File: src/rtl/mbce_pkg.sv
// Shared types and constants for the monochrome bitmap color expander.
// No dependencies; every other rtl file imports this package.
`default_nettype none

package mbce_pkg;

  localparam int SIDE_BITS  = 12;   // width of the column/row counters and size registers
  localparam int SIZE_FLD_W = 12;   // bits of a size write that are kept before trimming
  localparam int COORD_W    = 16;
  localparam int COLOR_W    = 16;
  localparam int BYTE_W     = 8;
  localparam int BIT_IDX_W  = $clog2(BYTE_W);
  localparam int CFG_IDX_W  = 3;
  localparam int CFG_DATA_W = 16;
  localparam int QDEPTH     = 2;
  localparam int QPTR_W     = $clog2(QDEPTH);
  localparam int QCNT_W     = $clog2(QDEPTH + 1);

  localparam logic [COLOR_W-1:0] FG_RESET = 16'hFFFF;
  localparam logic [COLOR_W-1:0] BG_RESET = 16'h0000;

  typedef enum logic [CFG_IDX_W-1:0] {
    REG_ORIGIN_X = 3'd0,
    REG_ORIGIN_Y = 3'd1,
    REG_WIDTH    = 3'd2,
    REG_HEIGHT   = 3'd3,
    REG_FG_COLOR = 3'd4,
    REG_BG_COLOR = 3'd5
  } cfg_reg_t;

  typedef struct packed {
    logic [COORD_W-1:0]   origin_x;
    logic [COORD_W-1:0]   origin_y;
    logic [SIDE_BITS-1:0] width;
    logic [SIDE_BITS-1:0] height;
    logic [COLOR_W-1:0]   fg_color;
    logic [COLOR_W-1:0]   bg_color;
  } cfg_t;

endpackage

`default_nettype wire

File: src/rtl/mono_bitmap_color_expander.sv
// Top level of the monochrome bitmap color expander.
// Depends on mbce_pkg, mbce_front, mbce_byte_fifo and mbce_back.
`default_nettype none

// Expands a packed 1-bit-per-pixel bitmap, fed one byte per input beat with
// the MSB as the first pixel, into one output beat per pixel at
// (origin_x + column, origin_y + row), row-major over width x height with no
// row padding. Set bits carry the foreground color, clear bits the background
// color; when the two colors are equal clear bits come out with
// write_enable low. A byte yields 8 beats, fewer when the bitmap ends inside
// it (the trailing bits are dropped and the counters rewind), and none at all
// when width or height is zero. Rate: one pixel beat per cycle from the single
// expansion step of the back end while the output register is free or popped;
// a queued next byte follows the last pixel of its predecessor with no gap.
// An input beat passes the byte queue and the shifter on its way to the output
// register. A two-entry byte queue sits between input and expansion, and a
// registered output stage decouples pop from the expander. Configuration writes
// go straight into registers and must only be issued while the block is idle.
module mono_bitmap_color_expander import mbce_pkg::*; (
  input  wire logic                  clk,
  input  wire logic                  rst_n,
  input  wire logic                  cfg_we,
  input  wire logic [CFG_IDX_W-1:0]  cfg_index,
  input  wire logic [CFG_DATA_W-1:0] cfg_wdata,
  input  wire logic                  push,
  output logic                       full,
  input  wire logic [BYTE_W-1:0]     in_bitmap_byte,
  output logic                       empty,
  input  wire logic                  pop,
  output logic signed [COORD_W-1:0]  out_pixel_x,
  output logic signed [COORD_W-1:0]  out_pixel_y,
  output logic [COLOR_W-1:0]         out_pixel_color,
  output logic                       out_write_enable,
  output logic                       out_last_of_byte,
  output logic                       out_last_of_bitmap
);

  cfg_t              cfg;
  logic              q_push, q_full, q_pop, q_empty;
  logic [BYTE_W-1:0] q_wdata, q_rdata;

  // front: config registers, takes every beat the queue has room for
  mbce_front u_front (
    .clk            (clk),
    .rst_n          (rst_n),
    .cfg_we         (cfg_we),
    .cfg_index      (cfg_index),
    .cfg_wdata      (cfg_wdata),
    .in_push        (push),
    .in_full        (full),
    .in_bitmap_byte (in_bitmap_byte),
    .cfg            (cfg),
    .q_push         (q_push),
    .q_wdata        (q_wdata),
    .q_full         (q_full)
  );

  // bytes for a non-empty bitmap wait here
  mbce_byte_fifo u_queue (
    .clk   (clk),
    .rst_n (rst_n),
    .push  (q_push),
    .wdata (q_wdata),
    .full  (q_full),
    .pop   (q_pop),
    .rdata (q_rdata),
    .empty (q_empty)
  );

  // back: one pixel per cycle into the output register while it is free or popped
  mbce_back u_back (
    .clk                (clk),
    .rst_n              (rst_n),
    .cfg                (cfg),
    .q_rdata            (q_rdata),
    .q_empty            (q_empty),
    .q_pop              (q_pop),
    .out_empty          (empty),
    .out_pop            (pop),
    .out_pixel_x        (out_pixel_x),
    .out_pixel_y        (out_pixel_y),
    .out_pixel_color    (out_pixel_color),
    .out_write_enable   (out_write_enable),
    .out_last_of_byte   (out_last_of_byte),
    .out_last_of_bitmap (out_last_of_bitmap)
  );

endmodule

`default_nettype wire

File: src/rtl/mbce_front.sv
// Front end: configuration registers and input beat classification.
// Depends on mbce_pkg.
`default_nettype none

module mbce_front import mbce_pkg::*; (
  input  wire logic                  clk,
  input  wire logic                  rst_n,
  input  wire logic                  cfg_we,
  input  wire logic [CFG_IDX_W-1:0]  cfg_index,
  input  wire logic [CFG_DATA_W-1:0] cfg_wdata,
  input  wire logic                  in_push,
  output logic                       in_full,
  input  wire logic [BYTE_W-1:0]     in_bitmap_byte,
  output cfg_t                       cfg,
  output logic                       q_push,
  output logic [BYTE_W-1:0]          q_wdata,
  input  wire logic                  q_full
);

  cfg_t cfg_r, cfg_nxt;
  logic accept;

  always_comb begin
    cfg_nxt = cfg_r;
    if (cfg_we) begin
      unique case (cfg_reg_t'(cfg_index))
        REG_ORIGIN_X: cfg_nxt.origin_x = cfg_wdata[COORD_W-1:0];
        REG_ORIGIN_Y: cfg_nxt.origin_y = cfg_wdata[COORD_W-1:0];
        REG_WIDTH:    cfg_nxt.width    = SIDE_BITS'(cfg_wdata[SIZE_FLD_W-1:0]);
        REG_HEIGHT:   cfg_nxt.height   = SIDE_BITS'(cfg_wdata[SIZE_FLD_W-1:0]);
        REG_FG_COLOR: cfg_nxt.fg_color = cfg_wdata[COLOR_W-1:0];
        REG_BG_COLOR: cfg_nxt.bg_color = cfg_wdata[COLOR_W-1:0];
        default: ;
      endcase
    end
  end

  always_ff @(posedge clk) begin
    if (!rst_n) begin
      cfg_r.origin_x <= '0;
      cfg_r.origin_y <= '0;
      cfg_r.width    <= '0;
      cfg_r.height   <= '0;
      cfg_r.fg_color <= FG_RESET;
      cfg_r.bg_color <= BG_RESET;
    end else begin
      cfg_r <= cfg_nxt;
    end
  end

  // empty bitmap: the beat is taken and dropped, it yields no pixels
  assign accept  = in_push && !q_full;
  assign in_full = q_full;
  assign q_push  = accept && (cfg_r.width != '0) && (cfg_r.height != '0);
  assign q_wdata = in_bitmap_byte;
  assign cfg     = cfg_r;

endmodule

`default_nettype wire

File: src/rtl/mbce_byte_fifo.sv
// Short byte queue between front and back end.
// Depends on mbce_pkg.
`default_nettype none

module mbce_byte_fifo import mbce_pkg::*; (
  input  wire logic              clk,
  input  wire logic              rst_n,
  input  wire logic              push,
  input  wire logic [BYTE_W-1:0] wdata,
  output logic                   full,
  input  wire logic              pop,
  output logic [BYTE_W-1:0]      rdata,
  output logic                   empty
);

  logic [BYTE_W-1:0] slots_r [QDEPTH];
  logic [QPTR_W-1:0] wr_ptr_r, rd_ptr_r;
  logic [QCNT_W-1:0] cnt_r;
  logic              do_push, do_pop;

  assign full    = (cnt_r == QCNT_W'(QDEPTH));
  assign empty   = (cnt_r == '0);
  assign do_push = push && !full;
  assign do_pop  = pop && !empty;
  assign rdata   = slots_r[rd_ptr_r];

  always_ff @(posedge clk) begin
    if (do_push) begin
      slots_r[wr_ptr_r] <= wdata;
    end
  end

  always_ff @(posedge clk) begin
    if (!rst_n) begin
      wr_ptr_r <= '0;
      rd_ptr_r <= '0;
      cnt_r    <= '0;
    end else begin
      if (do_push) begin
        wr_ptr_r <= (wr_ptr_r == QPTR_W'(QDEPTH - 1)) ? '0 : wr_ptr_r + 1'b1;
      end
      if (do_pop) begin
        rd_ptr_r <= (rd_ptr_r == QPTR_W'(QDEPTH - 1)) ? '0 : rd_ptr_r + 1'b1;
      end
      cnt_r <= cnt_r + QCNT_W'(do_push) - QCNT_W'(do_pop);
    end
  end

endmodule

`default_nettype wire

File: src/rtl/mbce_back.sv
// Back end: walks each queued byte bit by bit, keeps the column/row
// counters and drives the output register. Depends on mbce_pkg.
`default_nettype none

module mbce_back import mbce_pkg::*; (
  input  wire logic               clk,
  input  wire logic               rst_n,
  input  wire cfg_t               cfg,
  input  wire logic [BYTE_W-1:0]  q_rdata,
  input  wire logic               q_empty,
  output logic                    q_pop,
  output logic                    out_empty,
  input  wire logic               out_pop,
  output logic signed [COORD_W-1:0] out_pixel_x,
  output logic signed [COORD_W-1:0] out_pixel_y,
  output logic [COLOR_W-1:0]      out_pixel_color,
  output logic                    out_write_enable,
  output logic                    out_last_of_byte,
  output logic                    out_last_of_bitmap
);

  logic                 busy_r;
  logic [BYTE_W-1:0]    sh_r;
  logic [BIT_IDX_W-1:0] idx_r;
  logic [SIDE_BITS-1:0] col_r, row_r;

  logic                 ovld_r;
  logic [COORD_W-1:0]   ox_r, oy_r;
  logic [COLOR_W-1:0]   ocol_r;
  logic                 owe_r, olb_r, olbm_r;

  logic adv, step, col_wrap, row_wrap, end_bmp, last_byte, bit_set;

  assign adv      = !ovld_r || out_pop;
  assign step     = busy_r && adv;
  assign bit_set  = sh_r[BYTE_W-1];
  assign col_wrap = ({1'b0, col_r} + 1'b1) >= {1'b0, cfg.width};
  assign row_wrap = ({1'b0, row_r} + 1'b1) >= {1'b0, cfg.height};
  assign end_bmp  = col_wrap && row_wrap;
  assign last_byte = end_bmp || (idx_r == BIT_IDX_W'(BYTE_W - 1));
  assign q_pop    = !q_empty && (!busy_r || (step && last_byte));

  always_ff @(posedge clk) begin
    if (!rst_n) begin
      busy_r <= 1'b0;
      idx_r  <= '0;
      col_r  <= '0;
      row_r  <= '0;
      ovld_r <= 1'b0;
    end else begin
      if (step) begin
        if (col_wrap) begin
          col_r <= '0;
          row_r <= row_wrap ? '0 : row_r + 1'b1;
        end else begin
          col_r <= col_r + 1'b1;
        end
      end
      if (q_pop) begin
        busy_r <= 1'b1;
        idx_r  <= '0;
      end else if (step) begin
        busy_r <= !last_byte;
        idx_r  <= last_byte ? '0 : idx_r + 1'b1;
      end
      if (step) begin
        ovld_r <= 1'b1;
      end else if (out_pop) begin
        ovld_r <= 1'b0;
      end
    end
  end

  // payload: byte shifter and output beat
  always_ff @(posedge clk) begin
    if (q_pop) begin
      sh_r <= q_rdata;
    end else if (step) begin
      sh_r <= {sh_r[BYTE_W-2:0], 1'b0};
    end
    if (step) begin
      ox_r   <= cfg.origin_x + COORD_W'(col_r);
      oy_r   <= cfg.origin_y + COORD_W'(row_r);
      ocol_r <= bit_set ? cfg.fg_color : cfg.bg_color;
      owe_r  <= bit_set || (cfg.fg_color != cfg.bg_color);
      olb_r  <= last_byte;
      olbm_r <= end_bmp;
    end
  end

  assign out_empty          = !ovld_r;
  assign out_pixel_x        = ox_r;
  assign out_pixel_y        = oy_r;
  assign out_pixel_color    = ocol_r;
  assign out_write_enable   = owe_r;
  assign out_last_of_byte   = olb_r;
  assign out_last_of_bitmap = olbm_r;

  a_bmp_ends_byte: assert property (@(posedge clk) disable iff (!rst_n)
    ovld_r && olbm_r |-> olb_r)
    else $error("end of bitmap without end of byte");

  a_rewind: assert property (@(posedge clk) disable iff (!rst_n)
    step && end_bmp |=> (col_r == '0) && (row_r == '0))
    else $error("counters did not rewind after last pixel");

  a_idle_idx: assert property (@(posedge clk) disable iff (!rst_n)
    !busy_r |-> (idx_r == '0))
    else $error("bit index left nonzero while idle");

  a_no_overwrite: assert property (@(posedge clk) disable iff (!rst_n)
    ovld_r && !out_pop |=> ovld_r && $stable(ox_r) && $stable(olb_r))
    else $error("pending output beat overwritten");

endmodule

`default_nettype wire

File: config.mk
export PLATFORM = sky130hd
export DESIGN_NAME = mono_bitmap_color_expander
export DESIGN_NICKNAME = d
export VERILOG_FILES = /design/src/rtl/mbce_pkg.sv /design/src/rtl/mono_bitmap_color_expander.sv /design/src/rtl/mbce_front.sv /design/src/rtl/mbce_byte_fifo.sv /design/src/rtl/mbce_back.sv
export SDC_FILE = /design/constraint.sdc
export NUM_CORES = 1
export LEC_CHECK = 0
export ABC_AREA = 1
export ABC_CLOCK_PERIOD_IN_PS = 3820
export BUFFER_PORTS_ARGS = -buffer_cell sky130_fd_sc_hd__clkbuf_2
export CORE_MARGIN = 2
export CORE_UTILIZATION = 30
export DETAILED_ROUTE_END_ITERATION = 8
export PLACE_DENSITY = 0.48
export SETUP_SLACK_MARGIN = 0.15
export SYNTH_ARGS = -nofsm -noshare
export SYNTH_HDL_FRONTEND = slang
export SYNTH_HIERARCHICAL = 1
export SYNTH_SLANG_ARGS = --single-unit
File: constraint.sdc
create_clock -name clk -period 3.82 [get_ports clk]
set_input_delay 0.573 -clock clk [delete_from_list [all_inputs] [get_ports clk]]
set_output_delay 0.573 -clock clk [all_outputs]
set_load 0.03 [all_outputs]
* Word level (Yosys, flattened, before mapping)
Memory sizes are Yosys's and may differ from the RTL's. A register that Yosys moved wholly into a read port is not among the register bits. Cells that the tools add are included.
Storage, ports and cells: flip-flop bits (word level) 180, RAM bits 16, input bits 32, logic and storage cells 92, memories 1
Memories:
- u_queue.slots_r | words 2, width 8, read ports 1, clocked after Yosys merged registers in 1, wr ports 1, line mbce_byte_fifo.sv:16 | logic [BYTE_W-1:0] slots_r [QDEPTH];
Cells by class: $add $sub $neg 11, $lt $le $gt $ge 2, eq/ne operators 8, mux-type cells 16, bitwise gates (word level) 1, reduce and logical (&&, ||, !) cells 32
Operators by type and width (count):
- 16-bit by 12-bit adder with 16-bit output | 2
- 12-bit by 1-bit adder with 13-bit output (second input constant) | 2
- 13-bit by 12-bit greater-or-equal comparator with 1-bit output | 2
- 12-bit by 1-bit adder with 12-bit output (second input constant) | 2
- 12-bit 2-to-1 mux | 2
- 12-bit nonzero test | 2
- 16-bit 2-to-1 mux | 1
- 8-bit 2-to-1 mux | 2
- 16-bit != test | 1
- 2-bit AND reduction | 7
- 1-bit 2-to-1 mux | 10
- 3-bit == test (second input constant) | 3
- 1-bit logical AND | 9
- 3-bit by 2-bit == test with 1-bit output (second input constant) | 2
- 1-bit logical NOT | 5
- 1-bit logical OR | 4
- 2-bit nonzero test | 2
- 3-bit by 1-bit adder with 3-bit output (second input constant) | 1
- 3-bit by 1-bit == test with 1-bit output (second input constant) | 1
- 3-bit logical NOT | 1
- 3-bit 2-to-1 mux | 1
- 1-bit adder (second input constant) | 2
- 2-bit by 1-bit adder with 2-bit output | 1
- 2-bit == test (second input constant) | 1
- other kinds (4) | 4

* Longest topological paths before layout
Gate-level depths: netlist of run 1.
word-level depth 10, gate-level depth with buffers 31

* Modules after synthesis
The synthesis of run 1 kept the hierarchy.
By module, submodules not included:
- mbce_back | instances 1, cells each 675, area an instance 5743.0 um2, sequential area each 2352.3 um2
- mbce_front | instances 1, cells each 443, area an instance 3315.7 um2, sequential area each 1761.7 um2
- mbce_byte_fifo | instances 1, cells each 63, area an instance 864.6 um2, sequential area each 580.6 um2

* Worst setup path before layout of run 1
Ideal clock, no wire load.
kind register to register, start reg u_back.row_r[2], end reg u_queue.cnt_r[1], library setup time 115 ps, arrival 3388 ps, required time 3705 ps, setup slack 317 ps, cell stages (with the launch flop) 30, cell sequence dfxtp_1 nand3_1 nor2_1 nand3_1 nor3_1 nand3_1 xor2_1 inv_1 ha_1 nand3_1 nor3_1 nand3_2 nand3_4 nand2_4 nand2_4 nand2_4 nand2_4 nand2_4 buf_12 inv_1 inv_1 nor2_2 ha_1 inv_1 ha_1 inv_1 nand2_1 nand3_1 nand2_1 nor2_1
On the way: word-level cells in the longest chain between the ends 9
Ends and longest elaborated chain:
- from (decl) | line mbce_back.sv:25 | logic [SIDE_BITS-1:0] col_r, row_r;
- from (signal assigned) | line mbce_back.sv:54 | row_r <= row_wrap ? '0 : row_r + 1'b1;
- 12-bit by 1-bit adder with 13-bit output | line mbce_back.sv:38 | assign row_wrap = ({1'b0, row_r} + 1'b1) >= {1'b0, cfg.height};
- 13-bit by 12-bit greater-or-equal comparator with 1-bit output | line mbce_back.sv:38
- 1-bit logical AND | line mbce_back.sv:39 | assign end_bmp = col_wrap && row_wrap;
- 1-bit logical OR | line mbce_back.sv:40 | assign last_byte = end_bmp || (idx_r == BIT_IDX_W'(BYTE_W - 1));
- via u_back.last_byte | line mbce_back.sv:32 | logic adv, step, col_wrap, row_wrap, end_bmp, last_byte, bit_set;
- 1-bit logical AND | line mbce_back.sv:41 | assign q_pop = !q_empty && (!busy_r || (step && last_byte));
- 1-bit logical OR | line mbce_back.sv:41
- 1-bit logical AND | line mbce_back.sv:41
- via q_pop | line mono_bitmap_color_expander.sv:39 | logic q_push, q_full, q_pop, q_empty;
- 1-bit logical AND | line mbce_byte_fifo.sv:24 | assign do_pop = pop && !empty;
- via u_queue.do_pop | line mbce_byte_fifo.sv:19 | logic do_push, do_pop;
- 2-bit by 1-bit subtractor with 2-bit output | line mbce_byte_fifo.sv:45 | cnt_r <= cnt_r + QCNT_W'(do_push) - QCNT_W'(do_pop);
- to (signal assigned) | line mbce_byte_fifo.sv:45
- to (decl) | line mbce_byte_fifo.sv:18 | logic [QCNT_W-1:0] cnt_r;
The timed path passes the listed nets, and every way through them passes these cells. A chain may end at the register's enable or synchronous reset.

* Final worst setup path of run 1
start reg u_back.row_r[0], end reg u_queue.cnt_r[1]
The elaborated chain is that of the path after synthesis.

==> impl_metrics.ini, run 1 <==
[finish]
filler_cell_count = 3452
finish.cell_count_without_fillers = 1713
drive_gt1_share_pct = 17.2
layout.area.seq_um2 = 4710
insertedDiodeCount = 0
synthToLayoutAreaGrowth_pct = 16.6
num-nets-final = 1347
multi_input_area_um2 = 4680

[critical_path]
timing.critical_path.max_delay_family = simple AND/OR/NAND/NOR gates
end_kind = flop
cp-startpoint = u_back/row_r[0]
crit_path_buf_inv_count = 5
slowest_stage = sky130_fd_sc_hd__dfxtp_2
type_of_the_worst_setup_path = reg2reg
cp_slowest_stage_delay_ns = 0.34
required_ns = 4.16
worst_setup_path_start_kind = flop
worst_r2r_startpoint = u_back/row_r[0]
max_fanout_on_critical_path = 9
worstPathArrival_ns = 3.80

[pwr]
power_uw = 5370
power_density_nw_per_um2 = 464
leakage_uw = 0.00511
irDropWorstVdd_mv = 0.322

[clock_tree]
maximum_level_of_the_cts_h_tree = 4
cts-buffers-inserted = 17
cts.path.max_buffers = 2
worst_skew_pair.late_latency_ns = 0.45
root_buffer_selected_by_cts = sky130_fd_sc_hd__clkbuf_16
cts-hold-fix-buffers = 0
worst_setup_hold_path_clk_slew_ns = 0.07
cts_tree = built
clkSinkCount = 197

[logic_synthesis]
synth_flop_cell = sky130_fd_sc_hd__dfxtp_1
synth.distinct_cells = 43
synthArstFlopShare_pct = 0
synthesis.yosys.warnings = 6
post_synth_instance_area_um2 = 9920
synth_cells = 1181
syn_area_per_cell_um2 = 8.40
post_synth_edffs = 75
yosysSeqAreaShare_pct = 47.3
mappedNetlistNets = 1270
synth-seq-cells = 197

[place]
post-place-cells = 1672
weighted_congestion_reported_at_the_end_of_routability_driven_placement = 0.796
place_ws_ns = 0.182
place_hpwl_mm = 17.5
portBuffers = 84

[routing]
drt-pass1-iter-count = 4
ant_nets = 0
avgViaCountPerCell = 4.47
total_routed_wire_length_on_the_met1_layer_mm = 11.7
route.final.wire_length_mm = 24.8
detail_route.drc_violations = 0
detailroute.wirelength.met2_mm = 11.9
via_count = 7653
dr.max_layer_used = met4
wl_met3_um = 835
drtIter0Drc = 482
routedWlPerCell_um = 14.5

[sta]
final_min_period_over_clock_period_pct = 90.8
final-setup-viol-count = 0
min_period_ns = 3.47
relSlewSlack_pct = 45.4
finalSetupTns_ns = 0
timing.final.max_slew_violations = 0
hold_viol_final = 0
rsz0062_at_grt = no
timing_worst_slew_pin_value_ns = 0.820
timing.fmax_ghz = 0.288
final.setup.worst_slack_ns = 0.352
finalClockSkew_ns = 0.0231

[floorplan]
core_area_um2 = 32500
standard_cell_rows = 66
die_area_um2 = 34500
effective_utilization_at_floorplan_pct = 30.5
die-height_um = 186
io_pins = 85
horiz_die_dim_um = 186

[run_status]
run_status = finished clean

[global_routing]
grt_start_max_net_pins = 82
globalRouteTotalUtil_pct = 14.7
number_of_global_route_vias_before_repair = 7246
grt_pass1_wl_mm = 38.9
grt-ovfl-total = 0
antenna_found_initial = 0

[worst_hold_path]
hold_path.class = in2reg
hold_sp = in_bitmap_byte[1]

[run]
maximum_capacitance_violations = 0
==> stage by stage <==
stage | utilization, % | cell area (um^2) | hold slack (ns)
2_1_floorplan | - | 9920 | 0.453
3_3_place_gp | 32.9 | 10700 | 0.475
3_5_place_dp | 32.9 | 10700 | 0.483
4_1_cts | 34.8 | 11300 | 0.303
5_1_grt | 35.6 | 11600 | 0.312
6_report | 35.6 | 11600 | 0.328
==> Yosys cell counts (14+ instances only) <==
| cell | number | area, um^2 |
|---|---|---|
| sky130_fd_sc_hd__xor2_1 | 42 | 368 |
| sky130_fd_sc_hd__dfxtp_1 | 122 | 2440 |
| sky130_fd_sc_hd__nand2_2 | 16 | 100 |
| sky130_fd_sc_hd__buf_4 | 14 | 105 |
| sky130_fd_sc_hd__nand4_1 | 16 | 100 |
| sky130_fd_sc_hd__nand2_1 | 239 | 897 |
| sky130_fd_sc_hd__edfxtp_1 | 75 | 2250 |
| sky130_fd_sc_hd__a21oi_1 | 57 | 285 |
| sky130_fd_sc_hd__inv_1 | 109 | 409 |
| sky130_fd_sc_hd__o21ai_0 | 76 | 380 |
| sky130_fd_sc_hd__ha_1 | 55 | 688 |
| sky130_fd_sc_hd__nor2_1 | 188 | 706 |
| sky130_fd_sc_hd__xnor2_1 | 18 | 158 |
| sky130_fd_sc_hd__nand3_1 | 53 | 265 |
| sky130_fd_sc_hd__clkbuf_1 | 17 | 63.8 |
==> path summary, 6_finish.rpt <==
kind                            depth (start not counted)  slack [ns]                    end
worst max register to register                         27        0.35       u_queue/cnt_r[1]
worst min-delay path                                    1        0.33  u_queue/slots_r[1][1]
worst max-delay path                                   27        0.35       u_queue/cnt_r[1]
worst min register to register                          2        0.50        u_front/cfg[38]
==> layer usage <==
layer | global-route usage (%) | vias to the layer above
met3 | 2.60 | 23
met4 | 5.04 | 0
met5 | 0 | -
met2 | 24.2 | 114
li1 | - | 3986
met1 | 19.3 | 3530
==> worst register-to-register path, delay by kind of cell, from the launching register on <==
kind | cells | cell delay [ns]
AOI/OAI and AO/OA | 2 | 0.23
xor gates and xnor gates | 1 | 0.20
adders and majority gates | 4 | 0.92
buffers and inverters | 5 | 0.33
and+or+nand+nor | 15 | 1.37
DFF | 1 | 0.34
==> sequential cells by signal, indices dropped and copies added (netlist names), named ones only <==
register	cells
u_queue/slots_r	16
u_back/out_last_of_bitmap	1
u_back/out_pixel_color	16
u_back/col_r	12
u_queue/cnt_r	2
u_back/ovld_r	1
u_front/cfg	88
u_back/row_r	12
u_queue/rd_ptr_r	1
u_queue/wr_ptr_r	1
u_back/out_write_enable	1
u_back/out_pixel_y	16
u_back/idx_r	3
u_back/out_last_of_byte	1
u_back/sh_r	8
u_back/out_pixel_x	16
u_back/busy_r	1
==> cells in the final DEF (no fill, tap or decap), types with 5 or more instances in the layout <==
master and instances:
sky130_fd_sc_hd__edfxtp_1 75, sky130_fd_sc_hd__clkbuf_2 84, sky130_fd_sc_hd__mux2_4 8, sky130_fd_sc_hd__nand3_2 7
sky130_fd_sc_hd__nand2_1 238, sky130_fd_sc_hd__nor2_2 7, sky130_fd_sc_hd__ha_1 51, sky130_fd_sc_hd__nor2_4 9
sky130_fd_sc_hd__inv_1 109, sky130_fd_sc_hd__o21ai_0 76, sky130_fd_sc_hd__nand4_1 16, sky130_fd_sc_hd__buf_4 13
sky130_fd_sc_hd__clkbuf_16 18, sky130_fd_sc_hd__inv_2 9, sky130_fd_sc_hd__dfxtp_1 114, sky130_fd_sc_hd__dfxtp_2 5
sky130_fd_sc_hd__nand3_1 49, sky130_fd_sc_hd__xor2_1 42, sky130_fd_sc_hd__a21oi_1 55, sky130_fd_sc_hd__nor2_1 185
sky130_fd_sc_hd__nand2_2 17, sky130_fd_sc_hd__inv_6 5, sky130_fd_sc_hd__xnor2_1 16
==> power breakdown <==
part / internal, uW / switching, uW / leakage [uW] / total (uW)
combinational: 299 / 715 / 0.00312 / 1010
sequential: 2420 / 92.8 / 0.00168 / 2510
clock: 938 / 904 / 0.000301 / 1840
total: 3650 / 1710 / 0.00511 / 5370
==> cells by family after synthesis <==
kind of cell,synth area share (%)
compound gates,7.69
fa+ha+maj,7.34
buf+inv,6.97
xor+xnor,5.30
simple gates,24.2
mux,1.21
flops,47.3
==> area by class of cell <==
| class | count | area share [%] |
|---|---|---|
| Clock inverter | 13 | 1.26 |
| Multi-Input combinational cell | 823 | 40.5 |
| Inverter | 119 | 3.86 |
| Timing Repair Buffer | 100 | 4.92 |
| Sequential cell | 197 | 40.7 |
| Clock buffer | 19 | 4.01 |
| Tap cell | 442 | 4.78 |
==> timing repair <==
item                                    4_1_cts  5_1_grt
resized for setup                             1       36
endpoints found under the setup margin        1        2
pin swaps                                     0       15
setup buffers                                 0        9
endpoints found under the hold margin         0        0
Power figures use the tool's default switching activity.
==> run 2, diff against run 1 <==
--- a/config.mk
+++ b/config.mk
@@ -6,7 +6,7 @@
 export NUM_CORES = 1
 export LEC_CHECK = 0
 export ABC_AREA = 1
-export ABC_CLOCK_PERIOD_IN_PS = 3820
+export ABC_CLOCK_PERIOD_IN_PS = 3500
 export BUFFER_PORTS_ARGS = -buffer_cell sky130_fd_sc_hd__clkbuf_2
 export CORE_MARGIN = 2
 export CORE_UTILIZATION = 30
==> constraint.sdc (replaced) <==
create_clock -name clk -period 3.5 [get_ports clk]
set_input_delay 0.525 -clock clk [delete_from_list [all_inputs] [get_ports clk]]
set_output_delay 0.525 -clock clk [all_outputs]
set_load 0.03 [all_outputs]
==> impl_metrics.ini, run 2 (synthesis gave the netlist of run 1 again) <==
[sta]
final-setup-viol-count = 0
rsz0062_at_grt = yes
final_min_period_over_clock_period_pct = 96.0
timing.fmax_ghz = 0.298
hold_viol_final = 0
finalSetupTns_ns = 0
finalClockSkew_ns = 0.0157
timing_worst_slew_pin_value_ns = 0.784
min_period_ns = 3.36
timing.final.max_slew_violations = 0
finalHoldWorstSlack_ns = 0.276
relSlewSlack_pct = 47.4

[pwr]
power_density_nw_per_um2 = 506
leakage_uw = 0.00521
irDropWorstVdd_mv = 0.332
power_uw = 5930

[critical_path]
slowest_stage = sky130_fd_sc_hd__dfxtp_4
worst_r2r_startpoint = u_back/row_r[1]
type_of_the_worst_setup_path = reg2reg
reg2reg_setup_slack_ns = 0.14
worst_setup_path_start_kind = flop
cp-startpoint = u_back/row_r[1]
worst-r2r-cell-count = 28
end_kind = flop
max_fanout_on_critical_path = 3
critPathCapture = u_queue/cnt_r[1]
rr_endpoint = u_queue/cnt_r[1]
cp_slowest_stage_delay_ns = 0.38
worstPathArrival_ns = 3.70
required_ns = 3.84

[clock_tree]
worst_skew_pair.late_latency_ns = 0.45
cts-hold-fix-buffers = 0
cts-buffers-inserted = 17
cts_tree = built
clkSinkCount = 197
maximum_level_of_the_cts_h_tree = 4
root_buffer_selected_by_cts = sky130_fd_sc_hd__clkbuf_16
worst_setup_hold_path_clk_slew_ns = 0.08
cts.path.max_buffers = 2

[finish]
num-nets-final = 1363
most-common-layout-cells = sky130_fd_sc_hd__nand2_1, sky130_fd_sc_hd__nor2_1, sky130_fd_sc_hd__dfxtp_1, sky130_fd_sc_hd__inv_1, sky130_fd_sc_hd__clkbuf_2
layout_commonest_cell = sky130_fd_sc_hd__nand2_1
largest_register_ff_count = 88
synthToLayoutAreaGrowth_pct = 18.2
drive_gt1_share_pct = 18.9
finalCoreUtilization_pct = 36.0
insertedDiodeCount = 0
finish.cell_count_without_fillers = 1729

[floorplan]
standard_cell_rows = 66
effective_utilization_at_floorplan_pct = 30.5
io_pins = 85
die-height_um = 186
core_area_um2 = 32500
die_area_um2 = 34500
horiz_die_dim_um = 186

[routing]
drt-pass1-iter-count = 4
avgViaCountPerCell = 4.47
detail_route.drc_violations = 0
routedWlPerCell_um = 14.4
via_count = 7720
drtIter0Drc = 442
route.final.wire_length_mm = 24.9
ant_nets = 0

[worst_hold_path]
hold_path.class = in2reg

[global_routing]
globalRouteTotalUtil_pct = 14.7
grt_pass1_wl_mm = 39.1
grt-ovfl-total = 0
grt_start_max_net_pins = 57
number_of_global_route_vias_before_repair = 7496
antenna_found_initial = 0

[place]
post-place-cells = 1674
place_hpwl_mm = 17.8
weighted_congestion_reported_at_the_end_of_routability_driven_placement = 0.799
portBuffers = 84

[run_status]
run_status = finished clean

[run]
maximum_capacitance_violations = 0
==> run 2: changes by cell type in the layout (fill, tap and decap cells not counted), sizes merged <==
| cell | delta |
|---|---|
| buf | +16 |
| inv | -3 |
| clkbuf | +1 |
| clkinv | +2 |
==> run 2: worst min path at each step <==
stage,startpoint,end,slack [ns],depth (start not counted)
6_report,in_bitmap_byte[0],u_queue/slots_r[1][0],0.28,1
5_1_grt,in_bitmap_byte[0],u_queue/slots_r[0][0],0.25,1
4_1_cts,in_bitmap_byte[0],u_queue/slots_r[1][0],0.25,1
3_5_place_dp,u_back/row_r[3],u_back/row_r[3],0.48,2
3_3_place_gp,u_back/row_r[3],u_back/row_r[3],0.48,2
2_1_floorplan,u_front/cfg[37],u_front/cfg[37],0.45,2
==> run 2: cell type report <==
| class | count | area, um^2 |
|---|---|---|
| multi-input cells | 823 | 4730 |
| repair buffers | 116 | 661 |
| well taps | 442 | 553 |
| clock buffers | 20 | 489 |
| flip-flops and latches | 197 | 4720 |
| clock inverters | 12 | 129 |
| inverters | 119 | 447 |
| fillers | 3406 | 20800 |
==> run 2: timing repair <==
item / CTS / global route
setup endpoints to repair: 2 / 10
pin swaps: 12 / 22
buffers inserted: 6 / 17
gates resized for setup: 14 / 24
==> run 2: report_power, final <==
group	switching, uW	internal, uW
Combinational	787	369
Sequential	108	2640
Clock	970	1060
Total	1860	4060
==> run 2: per-layer routing <==
| layer | vias to the layer above | share of wire (%) | global-route usage (%) |
|---|---|---|---|
| met1 | 3556 | 47 | 18.6 |
| met2 | 118 | 48 | 25.0 |
| met4 | 0 | 2.3 | 5.29 |
| li1 | 4019 | - | - |
| met5 | - | 0 | 0 |
| met3 | 27 | 3.2 | 2.88 |
==> run 2: metrics by stage <==
stage | setup WS, ns | area [um^2]
after global placement | 0.0965 | 10800
final | 0.140 | 11700
after global routing | -0.0749 | 11700
after CTS | 0.153 | 11500
after floorplan | 0.156 | 9970
after detailed placement | -0.0333 | 10800
==> run 2: worst max-delay path, delay by kind of cell, from the launching register on <==
kind | cells | cell delay, ns
DFF | 1 | 0.38
buffers and inverters | 6 | 0.40
adders and majority gates | 3 | 0.66
and+or+nand+nor | 18 | 1.69
xor gates and xnor gates | 1 | 0.10
==> run 3, diff against run 2 <==
--- a/config.mk
+++ b/config.mk
@@ -6,7 +6,7 @@
 export NUM_CORES = 1
 export LEC_CHECK = 0
 export ABC_AREA = 1
-export ABC_CLOCK_PERIOD_IN_PS = 3500
+export ABC_CLOCK_PERIOD_IN_PS = 4150
 export BUFFER_PORTS_ARGS = -buffer_cell sky130_fd_sc_hd__clkbuf_2
 export CORE_MARGIN = 2
 export CORE_UTILIZATION = 30
==> constraint.sdc (replaced) <==
create_clock -name clk -period 4.15 [get_ports clk]
set_input_delay 0.6225 -clock clk [delete_from_list [all_inputs] [get_ports clk]]
set_output_delay 0.6225 -clock clk [all_outputs]
set_load 0.03 [all_outputs]
==> impl_metrics.ini, run 3 (synthesis gave the netlist of run 1 again) <==
[critical_path]
cp-startpoint = u_back/row_r[2]
timing.critical_path.max_delay_family = simple AND/OR/NAND/NOR gates
type_of_the_worst_setup_path = reg2reg
worstPathArrival_ns = 3.90
required_ns = 4.48
worst_r2r_startpoint = u_back/row_r[2]
cp_slowest_stage_delay_ns = 0.38
critPathMostFrequentCell = sky130_fd_sc_hd__inv_1
end_kind = flop
slowest_stage = sky130_fd_sc_hd__dfxtp_2
worst_setup_path_start_kind = flop
crit_path_buf_inv_count = 5
max_fanout_on_critical_path = 11

[sta]
timing.final.max_slew_violations = 0
relSlewSlack_pct = 46.2
finalClockSkew_ns = 0.0183
timing.fmax_ghz = 0.280
final-setup-viol-count = 0
timing_worst_slew_pin_value_ns = 0.807
final.setup.worst_slack_ns = 0.578
final_min_period_over_clock_period_pct = 86.1
finalSetupTns_ns = 0
hold_viol_final = 0
rsz0062_at_grt = no
finalHoldWorstSlack_ns = 0.378
min_period_ns = 3.57

[routing]
drtIter0Drc = 444
route.final.wire_length_mm = 24.7
via_count = 7645
detail_route.drc_violations = 0
routedWlPerCell_um = 14.5
ant_nets = 0
avgViaCountPerCell = 4.49
drt-pass1-iter-count = 4

[run_status]
run_status = finished clean

[place]
portBuffers = 84
place_hpwl_mm = 17.6
weighted_congestion_reported_at_the_end_of_routability_driven_placement = 0.802
place_ws_ns = 0.321

[global_routing]
number_of_global_route_vias_before_repair = 7536
antenna_found_initial = 0
grt_start_max_net_pins = 82
globalRouteTotalUtil_pct = 14.9
grt_pass1_wl_mm = 39.7
grt-ovfl-total = 0

[floorplan]
io_pins = 85
effective_utilization_at_floorplan_pct = 30.5
core_area_um2 = 32500
horiz_die_dim_um = 186
die-height_um = 186
standard_cell_rows = 66
die_area_um2 = 34500

[pwr]
power_density_nw_per_um2 = 429
irDropWorstVdd_mv = 0.284
leakage_uw = 0.00501

[clock_tree]
maximum_level_of_the_cts_h_tree = 4
cts_tree = built
cts.path.max_buffers = 2
cts-buffers-inserted = 17
root_buffer_selected_by_cts = sky130_fd_sc_hd__clkbuf_16
clkSinkCount = 197
worst_setup_hold_path_clk_slew_ns = 0.07
worst_skew_pair.late_latency_ns = 0.44
cts-hold-fix-buffers = 0

[finish]
insertedDiodeCount = 0
synthToLayoutAreaGrowth_pct = 14.2
largest_register_ff_count = 88
num-nets-final = 1336
most-common-layout-cells = sky130_fd_sc_hd__nand2_1, sky130_fd_sc_hd__nor2_1, sky130_fd_sc_hd__dfxtp_1, sky130_fd_sc_hd__inv_1, sky130_fd_sc_hd__clkbuf_2
layout_commonest_cell = sky130_fd_sc_hd__nand2_1
drive_gt1_share_pct = 15.5

[run]
maximum_capacitance_violations = 0

[worst_hold_path]
hold_path.class = in2reg
hold_sp = in_bitmap_byte[4]
==> run 3: changes by cell type in the layout (fill, tap and decap cells not counted), sizes merged <==
| cell | before | now |
|---|---|---|
| inv | 124 | 125 |
| clkinv | 7 | 6 |
| buf | 32 | 5 |
==> run 3: worst paths after layout <==
path	end	slack, ns	depth (start not counted)
setup reg to reg	u_queue/cnt_r[1]	0.58	28
setup / recovery	u_queue/cnt_r[1]	0.58	28
hold / removal	u_queue/slots_r[1][4]	0.38	1
hold reg to reg	u_front/cfg[36]	0.49	2
==> run 3: per-layer routing <==
| layer | track usage [%] | wire length, um | share of wire [%] | vias up |
|---|---|---|---|---|
| met2 | 24.6 | 11700 | 47 | 119 |
| met3 | 2.84 | 889 | 3.6 | 28 |
| met5 | 0 | 0 | 0 | - |
| li1 | - | - | - | 3959 |
| met1 | 19.3 | 11500 | 47 | 3539 |
| met4 | 5.70 | 605 | 2.4 | 0 |
==> run 3: report_power, final <==
part | internal [uW] | leakage, uW | total (uW) | switching [uW]
sequential | 2230 | 0.00168 | 2310 | 84.3
clock | 858 | 0.000295 | 1640 | 787
combinational | 255 | 0.00303 | 906 | 651
total | 3340 | 0.00501 | 4860 | 1520
==> run 3: stage by stage <==
stage	utilization [%]	area, um^2	std cells	power [uW]
6_report	34.8	11300	1702	4860
5_1_grt	34.8	11300	1702	5120
4_1_cts	34.6	11300	1701	4930
3_5_place_dp	32.8	10700	1669	3270
3_3_place_gp	32.8	10700	1669	3260
2_1_floorplan	-	9920	1181	3000
==> run 3: timing repair <==
item	4_1_cts	5_1_grt
endpoints found under the setup margin	0	2
gates resized for setup	0	18
buffers inserted	0	1
==> run 3: layout make-up <==
| cell class | instances | area [um^2] |
|---|---|---|
| Clock buffer | 20 | 478 |
| Clock inverter | 12 | 110 |
| Fill cell | 3490 | 21200 |
| Inverter | 119 | 447 |
| Multi-Input combinational cell | 823 | 4580 |
| Sequential cell | 197 | 4710 |
| Tap cell | 442 | 553 |
| Timing Repair Buffer | 89 | 458 |
